--- src/hdl/aes_ram.sv ---
`default_nettype none
module aes_ram #(
    parameter int unsigned WIDTH = 32,
    parameter int unsigned DEPTH = 60
) (
    input  wire                      i_clk,
    input  wire                      i_we,
    input  wire [$clog2(DEPTH)-1:0]  i_waddr,
    input  wire [WIDTH-1:0]          i_wdata,
    input  wire [$clog2(DEPTH)-1:0]  i_raddr,
    output logic [WIDTH-1:0]         o_rdata
);
    logic [WIDTH-1:0] r_mem [DEPTH];

    always_ff @(posedge i_clk) begin
        if (i_we) begin
            r_mem[i_waddr] <= i_wdata;
        end
        o_rdata <= r_mem[i_raddr];
    end
endmodule
`default_nettype wire

--- config.mk ---
export PLATFORM = sky130hd
export DESIGN_NAME = aes_ram
export DESIGN_NICKNAME = d
export VERILOG_FILES = /design/src/hdl/aes_ram.sv
export SDC_FILE = /design/constraint.sdc
export NUM_CORES = 2
export LEC_CHECK = 0
export BUFFER_PORTS_ARGS = -buffer_cell sky130_fd_sc_hd__buf_2
export CAP_MARGIN = 10
export CORE_ASPECT_RATIO = 1.25
export CORE_UTILIZATION = 60
export CTS_BUF_LIST = sky130_fd_sc_hd__clkbuf_8
export DETAILED_ROUTE_END_ITERATION = 10
export PLACE_DENSITY = 0.79
export SYNTH_ARGS = -nofsm -noshare
export SYNTH_HDL_FRONTEND = slang
export SYNTH_SLANG_ARGS = --single-unit
--- constraint.sdc ---
create_clock -name i_clk -period 5.3 [get_ports i_clk]
set_input_delay 0.53 -clock i_clk [delete_from_list [all_inputs] [get_ports i_clk]]
set_output_delay 0.53 -clock i_clk [all_outputs]
set_load 0.01 [all_outputs]
### Yosys cells after proc, flatten, opt, wreduce, memory -nomap -nowiden

Memories as Yosys holds them, arrays and structs flattened. A register that Yosys moved wholly into a read port is not among the register bits.
Cells that the tools add are included.

* mux-type cells: 2

Operators by type and width (count)
* 2-to-1 mux 1 bit: 2

* bits in writable memories: 1920
* logic and storage cells: 3
* memories: 1
* register bits after elaboration: 0
* output and inout bits: 32

Memory list
* r_mem: words 60, width 32, rd ports 1, clocked after Yosys merged registers in 1, wr ports 1, RTL line 13 `logic [WIDTH-1:0] r_mem [DEPTH];`

### Depth between registers and ports, before layout

* depth in word-level cells: 2
* gate-level depth with buffers: 10
* depth with buffers taken out: 5

### Least setup slack after synthesis

OpenSTA, ideal clock, no wires.

* kind: input -> register
* start: input i_waddr[4]
* end: memory r_mem[32][0], enable pin
* data arrival time: 3.208 ns
* setup slack: 1.631 ns
* stages: 4
* data required time: 4.839 ns
* path through: clkbuf_1 > nor2_1 > nand4b_1 > nor3_1

RTL lines
* from (decl): RTL line 8 `input wire [$clog2(DEPTH)-1:0] i_waddr,`
* to (decl): RTL line 13

Straight into the memory's write port.

==> results.py <==
metrics = {
    "global_route": {
        "grt_max_degree": 123,
        "overflow": 0,
        "track_usage_pct": 29.5,
        "antenna_found_initial": 11,
        "first_global_vias": 37583,
        "grt_pass1_wl_um": 257000,
    },
    "clock_network": {
        "hold_buffers": 0,
        "cts_tree": "yes",
        "cts_sinks": 1952,
        "cts_resized": 0,
        "post_cts_buffers": 0,
        "cts_buffer_depth": 4,
        "clockRootBuffer": "clkbuf_8",
        "ctsHtreeMaxLevel": 5,
        "cts_buffers": 292,
        "clkTransAtPathRegs_ns": 0.07,
        "clock_latency_ns": 0.98,
    },
    "die": {
        "dieHeight_um": 394,
        "num_rows": 143,
        "core-area_mm2": 0.122,
        "fp.dieW_um": 316,
        "start_util_pct": 60.6,
        "io_pins": 78,
        "die_area_mm2": 0.124,
    },
    "drt": {
        "avgViaCountPerCell": 6.82,
        "drt_pass1_iterations": 6,
        "wl_um": 180000,
        "avgRoutedWirePerCell_um": 33.6,
        "drt_iter0_drc": 4955,
        "ant_nets": 0,
        "vias": 36519,
        "route.detailed.drc": 0,
    },
    "critical_path": {
        "start_kind": "input pin",
        "critPathKind": "input pin to flop",
        "cpPeakStageDelay_ns": 0.81,
        "cp.required_ns": 6.18,
        "critical_path.cell_chain": "buf_4 -> nor2b_4 -> buf_4 -> buf_4 -> a22oi_1 -> nand3_1 -> and3_1",
        "end_kind": "flop",
        "worstPathMaxFanout": 40,
        "crit_family": "simple AND/OR/NAND/NOR gates",
        "critPathBufInv": 3,
        "critPathArrivalTime_ns": 3.59,
        "slowest_stage": "nor2b_4",
        "cp_common_cell": "buf_4",
    },
    "synthesis": {
        "synth.distinct_cells": 38,
        "yosysTopAreaCell": "edfxtp_1",
        "synth_top_area_share_pct": 78.1,
        "synth_most_common_cell": "edfxtp_1",
        "synth_seq_cells": 1952,
        "synth_fp_nets": 3310,
        "synthArstFlopShare_pct": 0,
        "ys_seq_area_share_pct": 79.0,
        "syn_area_mm2": 0.0738,
        "yosys-top-cells-area": "edfxtp_1 (78%), mux4_2 (14%), a22oi_1 (1.1%), dfxtp_1 (0.87%), mux2i_1 (0.52%)",
        "ys_top_cells_by_count": "edfxtp_1 (1920), mux4_2 (461), a22oi_1 (109), clkbuf_1 (91), nor2_1 (86)",
        "syn_inst": 3264,
        "syn_area_per_cell_um2": 22.6,
        "yosysWarnings": 0,
        "synth-edff-count": 1920,
        "synthFlopType": "edfxtp_1",
    },
    "placement": {
        "port-buffer-count": 77,
        "dp_hpwl_um": 102000,
        "dpl.cell_count": 4858,
        "place.gp.congestion": 0.815,
    },
    "timing": {
        "max_slew_margin_pct": 13.1,
        "finalHoldViolCount": 0,
        "timing.fmax_mhz": 369,
        "fin_skew_ns": 0.0617,
        "rsz0062_at_grt": "no",
        "fin_crit_ns": 2.71,
        "worst_slew_pin_slew_ns": 1.30,
        "drv_slew": 0,
        "setup_viol": 0,
        "tns_ns": 0,
        "period_share_pct": 51.2,
    },
    "pwr": {
        "power.total_w": 0.0297,
        "power.leakage_nw": 25.9,
        "ir_drop_v": 0.000411,
        "p_per_area_mw_per_mm2": 363,
    },
    "run": {
        "maxCapViolCount": 0,
    },
    "worst_hold_path": {
        "hp-class": "input pin to flop",
    },
    "layout": {
        "final_core_util_pct": 67.2,
        "fillCellCount": 7090,
        "syn2layout_area_growth_pct": 10.9,
        "drive_gt1_share_pct": 29.1,
        "final_cells": 5355,
        "nNetsFinal": 3603,
        "multiInputGateArea_mm2": 0.0150,
        "final-seq-area_mm2": 0.0583,
    },
    "outcome": {
        "status": "complete, no violations",
    },
}
==> stage by stage <==
step | worst slack [ns] | cell area [um2] | hold WS, ns
final | 2.59 | 81900 | 0.145
after CTS | 2.80 | 81800 | 0.0605
after floorplan | 1.63 | 73800 | 0.629
after global placement | 1.80 | 76700 | 0.801
after detailed placement | 1.78 | 76700 | 0.804
after global routing | 2.70 | 81800 | 0.119
==> sequential cells by signal, indices dropped and copies added, names as in the netlist <==
signal	cells
r_mem	1920
o_rdata	32
==> per-layer routing <==
metal	GRT usage (%)	vias to the layer above	routed length [um]
met5	0	-	44
met4	15.5	8	9960
met3	6.42	455	18300
met2	47.6	2516	90300
met1	38.0	19021	61200
li1	-	14519	-
==> final cells by class <==
| cell class | instances | area share (%) |
|---|---|---|
| clock buffers | 310 | 5.21 |
| clock inverters | 178 | 1.09 |
| flip-flops and latches | 1952 | 71.2 |
| diodes | 9 | 0.0275 |
| multi-input cells | 1120 | 18.3 |
| well taps | 1595 | 2.44 |
| repair buffers | 188 | 1.69 |
| inverters | 3 | 0.0138 |
==> power by group <==
group          internal (W)  leakage [nW]  total, W  switching [W]
sequential           0.0171          17.5    0.0172      0.0000719
combinational      0.000527          5.39   0.00148       0.000951
clock               0.00566          3.00    0.0111        0.00543
total                0.0233          25.9    0.0297        0.00645
==> layout by cell type, fill, tap and decap left out, drive strengths merged, types with 6 or more instances in the layout <==
master / synthesis / final
a21oi: 45 / 45
a221oi: 19 / 19
a22o: 26 / 26
a22oi: 109 / 109
a31o: 13 / 13
a31oi: 19 / 19
and3: 19 / 19
buf: 98 / 188
bufinv: 0 / 6
clkbuf: 91 / 310
clkinv: 0 / 76
dfxtp: 32 / 32
diode: 0 / 9
edfxtp: 1920 / 1920
inv: 3 / 95
mux2i: 38 / 38
mux4: 461 / 461
nand2: 62 / 62
nand3: 43 / 43
nor2: 86 / 86
nor2b: 8 / 8
o211a: 19 / 19
o211ai: 32 / 32
o21a: 19 / 19
o21ai: 83 / 83
==> cells by family (layout without fill, tap and decap cells) <==
| family | Yosys count | after routing | share of synthesized area, % |
|---|---|---|---|
| and+or+nand+nor | 237 | 237 | 1.45 |
| buffers and inverters | 192 | 679 | 1.38 |
| other | 0 | 9 | 0 |
| AOI/OAI and AO/OA | 384 | 384 | 3.60 |
| muxes | 499 | 499 | 14.6 |
| DFF | 1952 | 1952 | 79.0 |
==> worst min-delay path, stage by stage <==
cell and delay [ns]:
buf_2 0.16, nand2_1 0.19, nor2_4 0.07
==> final timing paths <==
kind | from | end | slack [ns] | cells after the start
worst max register to register | r_mem[35][6] | o_rdata[6] | 3.30 | 4
worst min-delay path | i_waddr[0] | r_mem[35][29] | 0.14 | 3
worst max-delay path | i_raddr[2] | o_rdata[23] | 2.59 | 7
worst min register to register | r_mem[12][31] | o_rdata[31] | 0.81 | 4
No activity file was read; power rests on OpenSTA's default activity.
